File: src/sv/slfp_pkg.sv
// ----------------------------------------------------------------------------
// slfp_pkg: shared types and constants of the sync/length/XOR frame parser
// Field widths, status codes, command codes, register indexes and the job
// record that passes from the parser front end to the result back end.
// ----------------------------------------------------------------------------
package slfp_pkg;

  localparam int unsigned BYTE_W      = 8;
  localparam int unsigned STATUS_W    = 3;
  localparam int unsigned PIDX_W      = 6;
  localparam int unsigned FLEN_W      = 7;
  localparam int unsigned CFG_IDX_W   = 1;
  localparam int unsigned QUEUE_DEPTH = 2;
  localparam int unsigned QPTR_W      = (QUEUE_DEPTH > 1) ? $clog2(QUEUE_DEPTH) : 1;
  localparam int unsigned QCNT_W      = $clog2(QUEUE_DEPTH + 1);

  localparam int unsigned MAX_PAYLOAD_DEF = 64;

  localparam logic [BYTE_W-1:0] SYNC_FIRST_RST  = 8'hAA;
  localparam logic [BYTE_W-1:0] SYNC_SECOND_RST = 8'h55;

  // Command codes
  localparam logic CMD_DATA    = 1'b0;
  localparam logic CMD_RESTART = 1'b1;

  // Configuration register indexes
  localparam logic [CFG_IDX_W-1:0] CFG_SYNC_FIRST  = 1'b0;
  localparam logic [CFG_IDX_W-1:0] CFG_SYNC_SECOND = 1'b1;

  typedef enum logic [STATUS_W-1:0] {
    ST_IDLE = 3'd0,
    ST_SYNC = 3'd1,
    ST_LEN  = 3'd2,
    ST_DATA = 3'd3,
    ST_CSUM = 3'd4,
    ST_DONE = 3'd5,
    ST_ERR  = 3'd6
  } status_e;

  typedef enum logic {
    BK_IDLE = 1'b0,
    BK_EMIT = 1'b1
  } back_state_e;

  typedef struct packed {
    logic              cmd;
    logic [BYTE_W-1:0] data_byte;
  } in_item_t;

  typedef struct packed {
    logic [STATUS_W-1:0] status_code;
    logic                payload_flag;
    logic [BYTE_W-1:0]   payload_byte;
    logic [PIDX_W-1:0]   payload_index;
    logic [FLEN_W-1:0]   frame_length;
    logic                last;
  } out_item_t;

  // One entry per accepted item: either a single status result or a readout
  typedef struct packed {
    logic              readout;
    status_e           status;
    logic [BYTE_W-1:0] frame_len;
  } job_t;

  // Payload store write port, front end to back end
  typedef struct packed {
    logic              en;
    logic [BYTE_W-1:0] addr;
    logic [BYTE_W-1:0] data;
  } store_wr_t;

endpackage

File: src/sv/slfp_queue.sv
// ----------------------------------------------------------------------------
// slfp_queue: short job queue
// Small FIFO of job records between the parser front end and the back end.
// ----------------------------------------------------------------------------
module slfp_queue
  import slfp_pkg::*;
(
  input  logic clk_i,
  input  logic rst_ni,
  input  logic push_i,
  input  job_t push_job_i,
  input  logic pop_i,
  output job_t head_o,
  output logic empty_o,
  output logic full_o
);

  job_t              slot_q [QUEUE_DEPTH];
  logic [QPTR_W-1:0] wr_ptr_q, wr_ptr_d;
  logic [QPTR_W-1:0] rd_ptr_q, rd_ptr_d;
  logic [QCNT_W-1:0] cnt_q, cnt_d;

  assign empty_o = (cnt_q == '0);
  assign full_o  = (cnt_q == QCNT_W'(QUEUE_DEPTH));
  assign head_o  = slot_q[rd_ptr_q];

  always_comb begin
    wr_ptr_d = wr_ptr_q;
    rd_ptr_d = rd_ptr_q;
    cnt_d    = cnt_q;
    if (push_i) begin
      wr_ptr_d = (wr_ptr_q == QPTR_W'(QUEUE_DEPTH - 1)) ? '0 : wr_ptr_q + 1'b1;
    end
    if (pop_i) begin
      rd_ptr_d = (rd_ptr_q == QPTR_W'(QUEUE_DEPTH - 1)) ? '0 : rd_ptr_q + 1'b1;
    end
    if (push_i && !pop_i) begin
      cnt_d = cnt_q + 1'b1;
    end else if (pop_i && !push_i) begin
      cnt_d = cnt_q - 1'b1;
    end
  end

  always_ff @(posedge clk_i or negedge rst_ni) begin
    if (!rst_ni) begin
      wr_ptr_q <= '0;
      rd_ptr_q <= '0;
      cnt_q    <= '0;
    end else begin
      wr_ptr_q <= wr_ptr_d;
      rd_ptr_q <= rd_ptr_d;
      cnt_q    <= cnt_d;
    end
  end

  always_ff @(posedge clk_i) begin
    if (push_i) begin
      slot_q[wr_ptr_q] <= push_job_i;
    end
  end

endmodule

File: src/sv/slfp_front.sv
// ----------------------------------------------------------------------------
// slfp_front: parser front end
// Holds the sync registers, runs the frame parser on each accepted byte,
// writes payload bytes to the store and queues one job per item.
// ----------------------------------------------------------------------------
module slfp_front
  import slfp_pkg::*;
#(
  parameter int unsigned MAX_PAYLOAD = MAX_PAYLOAD_DEF
) (
  input  logic                 clk_i,
  input  logic                 rst_ni,
  input  logic                 cfg_we_i,
  input  logic [CFG_IDX_W-1:0] cfg_idx_i,
  input  logic [BYTE_W-1:0]    cfg_wdata_i,
  input  logic                 in_valid_i,
  output logic                 in_ready_o,
  input  in_item_t             in_data_i,
  output logic                 push_o,
  output job_t                 push_job_o,
  input  logic                 queue_full_i,
  input  logic                 readout_done_i,
  output store_wr_t            store_wr_o
);

  localparam int unsigned LEN_W = $clog2(MAX_PAYLOAD + 1);

  logic [BYTE_W-1:0] sync_first_q, sync_second_q;
  status_e           phase_q, phase_d;
  logic [LEN_W-1:0]  len_q, len_d;
  logic [LEN_W-1:0]  count_q, count_d;
  logic [BYTE_W-1:0] csum_q, csum_d;
  logic              busy_q;
  logic              accept;
  logic              readout;
  logic [BYTE_W-1:0] b;

  assign b          = in_data_i.data_byte;
  // Hold input while the job queue is full or a payload readout is queued or running
  assign in_ready_o = !queue_full_i && !busy_q;
  assign accept     = in_valid_i && in_ready_o;

  always_comb begin
    phase_d         = phase_q;
    len_d           = len_q;
    count_d         = count_q;
    csum_d          = csum_q;
    readout         = 1'b0;
    store_wr_o.en   = 1'b0;
    store_wr_o.addr = BYTE_W'(count_q);
    store_wr_o.data = b;
    if (in_data_i.cmd == CMD_RESTART) begin
      phase_d = ST_IDLE;
      len_d   = '0;
      count_d = '0;
      csum_d  = '0;
    end else begin
      unique case (phase_q)
        ST_IDLE: begin
          if (b == sync_first_q) phase_d = ST_SYNC;
        end
        ST_SYNC: begin
          phase_d = (b == sync_second_q) ? ST_LEN : ST_ERR;
        end
        ST_LEN: begin
          count_d = '0;
          csum_d  = b;
          if (b != '0 && b <= BYTE_W'(MAX_PAYLOAD)) begin
            len_d   = LEN_W'(b);
            phase_d = ST_DATA;
          end else begin
            len_d   = '0;
            phase_d = ST_ERR;
          end
        end
        ST_DATA: begin
          store_wr_o.en = accept;
          count_d       = count_q + 1'b1;
          csum_d        = csum_q ^ b;
          if (count_d >= len_q) phase_d = ST_CSUM;
        end
        ST_CSUM: begin
          if (b == csum_q) begin
            phase_d = ST_DONE;
            readout = 1'b1;
          end else begin
            phase_d = ST_ERR;
          end
        end
        ST_DONE, ST_ERR: ;
        default: ;
      endcase
    end
    push_o               = accept;
    push_job_o.readout   = readout;
    push_job_o.status    = phase_d;
    push_job_o.frame_len = BYTE_W'(len_d);
  end

  always_ff @(posedge clk_i or negedge rst_ni) begin
    if (!rst_ni) begin
      sync_first_q  <= SYNC_FIRST_RST;
      sync_second_q <= SYNC_SECOND_RST;
      phase_q       <= ST_IDLE;
      len_q         <= '0;
      count_q       <= '0;
      csum_q        <= '0;
      busy_q        <= 1'b0;
    end else begin
      if (cfg_we_i) begin
        unique case (cfg_idx_i)
          CFG_SYNC_FIRST:  sync_first_q  <= cfg_wdata_i;
          CFG_SYNC_SECOND: sync_second_q <= cfg_wdata_i;
          default: ;
        endcase
      end
      if (accept) begin
        phase_q <= phase_d;
        len_q   <= len_d;
        count_q <= count_d;
        csum_q  <= csum_d;
      end
      if (accept && readout) begin
        busy_q <= 1'b1;
      end else if (readout_done_i) begin
        busy_q <= 1'b0;
      end
    end
  end

endmodule

File: src/sv/slfp_back.sv
// ----------------------------------------------------------------------------
// slfp_back: result back end
// Owns the payload store and the output register; turns queued jobs into
// status results or a payload readout of one byte per cycle while the output can load.
// ----------------------------------------------------------------------------
module slfp_back
  import slfp_pkg::*;
#(
  parameter int unsigned MAX_PAYLOAD = MAX_PAYLOAD_DEF
) (
  input  logic      clk_i,
  input  logic      rst_ni,
  input  store_wr_t store_wr_i,
  input  job_t      head_i,
  input  logic      empty_i,
  output logic      pop_o,
  output logic      readout_done_o,
  output logic      out_valid_o,
  input  logic      out_ready_i,
  output out_item_t out_data_o
);

  localparam int unsigned LEN_W = $clog2(MAX_PAYLOAD + 1);
  localparam int unsigned AW    = (MAX_PAYLOAD > 1) ? $clog2(MAX_PAYLOAD) : 1;

  logic [BYTE_W-1:0] mem [MAX_PAYLOAD];
  logic [BYTE_W-1:0] rdata_q;
  logic              rd_en;
  logic [AW-1:0]     rd_addr;

  back_state_e       state_q, state_d;
  logic [LEN_W-1:0]  idx_q, idx_d;
  logic [LEN_W-1:0]  n_q, n_d;
  logic [FLEN_W-1:0] flen_q, flen_d;
  logic              out_valid_q, out_valid_d;
  out_item_t         out_q, out_d;
  logic              load_ok;
  logic              is_last;

  assign out_valid_o = out_valid_q;
  assign out_data_o  = out_q;
  assign load_ok     = !out_valid_q || out_ready_i;
  assign is_last     = (LEN_W'(idx_q + 1'b1) == n_q);

  always_comb begin
    state_d        = state_q;
    idx_d          = idx_q;
    n_d            = n_q;
    flen_d         = flen_q;
    out_valid_d    = out_valid_q && !out_ready_i;
    out_d          = out_q;
    pop_o          = 1'b0;
    rd_en          = 1'b0;
    rd_addr        = idx_q[AW-1:0];
    readout_done_o = 1'b0;
    unique case (state_q)
      BK_IDLE: begin
        if (!empty_i) begin
          if (head_i.readout) begin
            // Start readout: fetch first byte, emit it in the emit state once the output can load
            pop_o   = 1'b1;
            n_d     = LEN_W'(head_i.frame_len);
            flen_d  = FLEN_W'(head_i.frame_len);
            idx_d   = '0;
            rd_en   = 1'b1;
            rd_addr = '0;
            state_d = BK_EMIT;
          end else if (load_ok) begin
            pop_o               = 1'b1;
            out_valid_d         = 1'b1;
            out_d.status_code   = head_i.status;
            out_d.payload_flag  = 1'b0;
            out_d.payload_byte  = '0;
            out_d.payload_index = '0;
            out_d.frame_length  = FLEN_W'(head_i.frame_len);
            out_d.last          = 1'b1;
          end
        end
      end
      BK_EMIT: begin
        if (load_ok) begin
          out_valid_d         = 1'b1;
          out_d.status_code   = ST_DONE;
          out_d.payload_flag  = 1'b1;
          out_d.payload_byte  = rdata_q;
          out_d.payload_index = PIDX_W'(idx_q);
          out_d.frame_length  = flen_q;
          out_d.last          = is_last;
          if (is_last) begin
            readout_done_o = 1'b1;
            state_d        = BK_IDLE;
          end else begin
            idx_d   = idx_q + 1'b1;
            rd_en   = 1'b1;
            rd_addr = idx_d[AW-1:0];
          end
        end
      end
      default: state_d = BK_IDLE;
    endcase
  end

  always_ff @(posedge clk_i or negedge rst_ni) begin
    if (!rst_ni) begin
      state_q     <= BK_IDLE;
      out_valid_q <= 1'b0;
      idx_q       <= '0;
      n_q         <= '0;
    end else begin
      state_q     <= state_d;
      out_valid_q <= out_valid_d;
      idx_q       <= idx_d;
      n_q         <= n_d;
    end
  end

  always_ff @(posedge clk_i) begin
    out_q  <= out_d;
    flen_q <= flen_d;
  end

  always_ff @(posedge clk_i) begin
    if (store_wr_i.en) begin
      mem[store_wr_i.addr[AW-1:0]] <= store_wr_i.data;
    end
    if (rd_en) begin
      rdata_q <= mem[rd_addr];
    end
  end

endmodule

File: src/sv/sync_length_xor_frame_parser.sv
// A status job is written to the job queue, then its result loads the output register.
// One byte per cycle while parsing and the job queue has room; a good checksum starts
// a payload readout of one byte per cycle while the output can load, after the first
// store read; input stalls from the checksum until the last payload result is loaded.
// Reset: asynchronous, active low; parser, queue and output go idle, sync
// registers take 0xAA/0x55, payload store contents stay undefined.
// ----------------------------------------------------------------------------
// sync_length_xor_frame_parser: length-prefixed frame parser, XOR checksum
// Recognises frames of two sync bytes, a length byte, payload and an XOR
// checksum. The front end parses and queues jobs; the back end emits results.
// ----------------------------------------------------------------------------
module sync_length_xor_frame_parser
  import slfp_pkg::*;
#(
  // Payload store depth and the largest accepted length byte
  parameter int unsigned MAX_PAYLOAD = MAX_PAYLOAD_DEF
) (
  input  logic                 clk_i,
  input  logic                 rst_ni,
  // Configuration writes: index 0 is the first sync byte, index 1 the second
  input  logic                 cfg_we_i,
  input  logic [CFG_IDX_W-1:0] cfg_idx_i,
  input  logic [BYTE_W-1:0]    cfg_wdata_i,
  // Received bytes and restart commands
  input  logic                 in_valid_i,
  output logic                 in_ready_o,
  input  in_item_t             in_data_i,
  // Results
  output logic                 out_valid_o,
  input  logic                 out_ready_i,
  output out_item_t            out_data_o
);

  // Job queue between front and back end
  logic      push;
  job_t      push_job;
  logic      pop;
  job_t      head;
  logic      q_empty;
  logic      q_full;
  // Front end is held off until the back end has issued the last payload result
  logic      readout_done;
  store_wr_t store_wr;

  slfp_front #(
    .MAX_PAYLOAD(MAX_PAYLOAD)
  ) u_front (
    .clk_i         (clk_i),
    .rst_ni        (rst_ni),
    .cfg_we_i      (cfg_we_i),
    .cfg_idx_i     (cfg_idx_i),
    .cfg_wdata_i   (cfg_wdata_i),
    .in_valid_i    (in_valid_i),
    .in_ready_o    (in_ready_o),
    .in_data_i     (in_data_i),
    .push_o        (push),
    .push_job_o    (push_job),
    .queue_full_i  (q_full),
    .readout_done_i(readout_done),
    .store_wr_o    (store_wr)
  );

  // Each transfer yields exactly one job, so ordering of results follows input
  slfp_queue u_queue (
    .clk_i     (clk_i),
    .rst_ni    (rst_ni),
    .push_i    (push),
    .push_job_i(push_job),
    .pop_i     (pop),
    .head_o    (head),
    .empty_o   (q_empty),
    .full_o    (q_full)
  );

  // Back end owns the payload store; writes come from the front end
  slfp_back #(
    .MAX_PAYLOAD(MAX_PAYLOAD)
  ) u_back (
    .clk_i         (clk_i),
    .rst_ni        (rst_ni),
    .store_wr_i    (store_wr),
    .head_i        (head),
    .empty_i       (q_empty),
    .pop_o         (pop),
    .readout_done_o(readout_done),
    .out_valid_o   (out_valid_o),
    .out_ready_i   (out_ready_i),
    .out_data_o    (out_data_o)
  );

endmodule

File: config.mk
export PLATFORM = sky130hd
export DESIGN_NAME = sync_length_xor_frame_parser
export DESIGN_NICKNAME = d
export VERILOG_FILES = /design/src/sv/slfp_pkg.sv /design/src/sv/slfp_queue.sv /design/src/sv/slfp_front.sv /design/src/sv/slfp_back.sv /design/src/sv/sync_length_xor_frame_parser.sv
export SDC_FILE = /design/constraint.sdc
export NUM_CORES = 1
export LEC_CHECK = 0
export BUFFER_PORTS_ARGS = -buffer_cell sky130_fd_sc_hd__buf_4
export CAP_MARGIN = 10
export CORE_UTILIZATION = 50
export CTS_CLUSTER_SIZE = 28
export DETAILED_ROUTE_END_ITERATION = 8
export PLACE_DENSITY = 0.64
export SLEW_MARGIN = 20
export SYNTH_ARGS = -nofsm -noshare
export SYNTH_HDL_FRONTEND = slang
export SYNTH_SLANG_ARGS = --single-unit
File: constraint.sdc
create_clock -name clk_i -period 4 [get_ports clk_i]
set_input_delay 0.2 -clock clk_i [delete_from_list [all_inputs] [get_ports clk_i]]
set_output_delay 0.2 -clock clk_i [all_outputs]
set_load 0.02 [all_outputs]
==> results.md <==
* Final setup vio count at 1
* Cell variety after synth at 57
* Final net count at roughly 2200
* Final Non-Filler Cells at 2900
* Clock sink count at approximately 640
* PD cells at between 700 and 800 nW/um^2
* Row count at 83
* Max Root-Sink Buffers at 3
* Core area at roughly 52000 sq um
* Diodes inserted at 0
* Starting Density at approximately 51%
* DR WL/cell at 24.7 um
* Pleak at ~0.011 uW
* Total track usage at a little over a quarter
* Hold depth at 1
* Synth Warn # at 0
* Clock slew seen by the registers of the worst setup and hold paths at about 60 ps
* Final hold vios at 0
* Delay-heaviest family, CP: compound AO/OA/AOI/OAI gates
* IO buf count at 50
* Crit Reg-Reg Startpoint: u_back.idx_q[0]
* Critical path's largest stage delay at ~480 ps
* Crit Path Category: flip-flop to flip-flop
* Max VDD drop at 0.462 mV
* H-Tree Depth at 3
* Hold WC Path Type: input port to flip-flop
* Die H at 232 um
* Pre-CTS setup slack at -188 ps
* RSZ-0062 raised after global routing: yes
* IO Count at 51
* R2r endpoint: u_back.rdata_q[1]
* Minimum clock period at ~4000 ps
* Vias in the first global route at between 15000 and 20000
* Antenna viol nets, final at 0
* Multi-input logic area at 7220 sq um
* Status: finished, violations left
* Dpl cells at about 2800
* Register area at approximately 19000 sq um
* DRT Pass-1 Iters at 5
* Fin crit share at 100%
* Die ar. at between 50000 and 60000 sq um
* CP Capture Type: flip-flop
* Area grow syn2layout at 18.2%
* Mean Syn Cell Area at around 13 sq um
* Number of remaining DRC errors at 0
* Horiz. Die Dim at 232 um
* Fin Setup TNS at -1.82 ps
* Tightest Pin Transition at approximately 1000 ps
* Via-to-Cell Ratio at 6.00
* Synthesized Nets at between 2000 and 2500
* Max_slew headroom at a little under a third
* Main flop type after synthesis: edfxtp_1
* Critical Path RT at between 4000 and 5000 ps
* Max_cap viols at 0
* Syn Inst Count at 2017
* RePlAce Congestion at a little under 0.9
* Worst-Skew Late Latency at 600 ps
* Clock skew at 21.6 ps
* Sequential element share of the synthesized area at 71.2%
* Max Slew Vio Count at 0
* Yosys reg bits at 637
* Fill cells at 3951
* Total grt overflow at 0
* Critical Path Start: u_back.idx_q[0]
* R2r setup slk at -2 ps
* Hold Path End: u_back.mem[37][0]
* CTS buffer count at 67
* R2R cell count at 14
* Dpl hpwl at around 43000 um
* CP Max Fanout at 26
* CTS tree: built
* Violation count after the first detailed-route iteration at around 2000
* Ys async rst share at approximately a tenth
* Routed WL at about 72000 um
* Min-delay src: in_data_i[0]
* Global-route wire length before repair at 105000 um
* Initial antenna violation count at 0
* Fmax achieved at about 250 MHz
* WP buf/inv at 3
* Crit path DAT at roughly 4400 ps
* Critical Path, Cell by Cell: ha_4 > nand3_2 > or3_4 > a2111o_1 > buf_4 > o311ai_4 > mux2_4 > buf_16 > buf_16 > nand2_1 > nand3_1 > a32oi_2 > nand3_1 > and4_1
* Number of flops mapped to enable cells by yosys at between 500 and 600
* Cell Area, Synth at ~26000 sq um
* Final worst slack at -1.82 ps
* DR vias at approximately 17000
* Clk root buf: clkbuf_16
* Failing checks: setup timing
* Pin count of the biggest net entering global routing at 66
* Element type at the critical path start: flip-flop
* Share of post-route cells with drive strength above 1 at a little under a fifth
* CP max-delay cell: a2111o_1
## worst max-delay path by stage
stage / endpoint / slack, ps / cells past startpoint
floorplan: u_back.rdata_q[5] / 380 / 13
global placement: u_back.rdata_q[2] / -170 / 13
detailed placement: u_back.rdata_q[2] / -190 / 13
CTS: u_back.rdata_q[2] / 30 / 13
global route: u_back.rdata_q[6] / -60 / 15
finish: u_back.rdata_q[1] / -2 / 14
## flip-flops by register name (all words and copies together) (netlist names)
name,cells
u_front.sync_first_q,8
u_front.count_q,7
u_back.out_data_o,26
u_queue.slot_q,22
u_back.rdata_q,8
u_back.flen_q,7
u_queue.wr_ptr_q,1
u_back.out_valid_o,1
u_queue.rd_ptr_q,1
u_front.csum_q,8
u_back.state_q,1
u_front.sync_second_q,8
u_queue.cnt_q,2
u_front.phase_q,3
u_back.idx_q,7
u_front.busy_q,1
u_front.len_q,7
u_back.n_q,7
u_back.mem,512
## layout make-up
cell class	count	share of cell area [%]
clock buffer	83	5.89
clock inverter	32	0.961
inverter	15	0.212
multi-input combinational	1230	23.1
sequential	637	60.2
tap	680	2.72
timing repair buffer	223	6.86
## power by group
group	internal [uW]	total, uW	switching [uW]
Sequential	7770	8020	246
Combinational	3920	10300	6370
Clock	3640	6140	2500
Total	15300	24400	9120
## Yosys cell counts, types with 27 or more instances
library cell / number / area share, %
edfxtp_1: 575 / 65
nand2_1: 425 / 6.0
nand3_1: 176 / 3.3
a21oi_1: 122 / 2.3
nor2_1: 89 / 1.3
clkbuf_1: 68 / 0.97
dfrtp_1: 54 / 5.1
mux2i_1: 52 / 2.0
buf_2: 48 / 0.91
a32oi_1: 47 / 1.6
a22oi_1: 39 / 1.1
xnor2_1: 37 / 1.2
mux2_2: 33 / 1.4
o21ai_0: 27 / 0.51
## worst reg2reg max path, delay by kind of cell (launching register included)
family,cells,cell delay [ps]
adders and majority gates,1,170
and+or+nand+nor,6,1090
DFF,1,420
buffers and inverters,3,570
muxes,1,390
AOI/OAI and AO/OA,3,1140
## kinds of logic after synthesis
family | Yosys count | synth area share [%]
AO/OA/AOI/OAI | 303 | 7.70
XOR/XNOR | 55 | 1.82
adder cells (fa/ha/maj) | 10 | 0.473
buffers and inverters | 150 | 2.53
flip-flops | 637 | 71.2
multiplexers | 86 | 3.43
AND/OR/NAND/NOR | 776 | 12.8
## what timing repair did
action                                  in CTS  in global routing
endpoints found under the setup margin       8                  8
pin swaps                                    3                 19
setup buffers                                1                 10
resized for setup                           15                 46
endpoints found under the hold margin       80                  0
cloned                                       1                  5
hold buffers                                12                  0
## through the flow
step	hold slack, ps	util (%)	instance area, sq um	total power, uW
finish	7.85	60.3	31300	24400
global route	14.0	60.3	31300	25400
CTS	3.84	59.4	30800	23600
detailed placement	355	54.8	28400	17200
floorplan	-95.6	-	26400	13700
global placement	349	54.8	28400	17100
## layer usage
metal | GRT usage, % | vias up | wire length (um)
li1 | - | 7773 | -
met1 | 37.7 | 8761 | 30200
met2 | 41.5 | 744 | 33700
met3 | 5.17 | 108 | 6070
met4 | 7.87 | 0 | 1810
met5 | 0 | - | 0
## cell usage in the layout (no fill, tap or decap), drive strengths merged, types with 16 or more instances in the layout
cell type	n
clkinv	24
mux2i	52
clkbuf	88
edfxtp	575
nor2	89
inv	16
xor2	18
a221oi	22
xnor2	37
a32oi	47
a21oi	123
nand3	177
dfrtp	54
o21ai	27
buf	205
mux2	34
nand2	425
and2	23
a22oi	39
(Power assumes the default switching activity.)
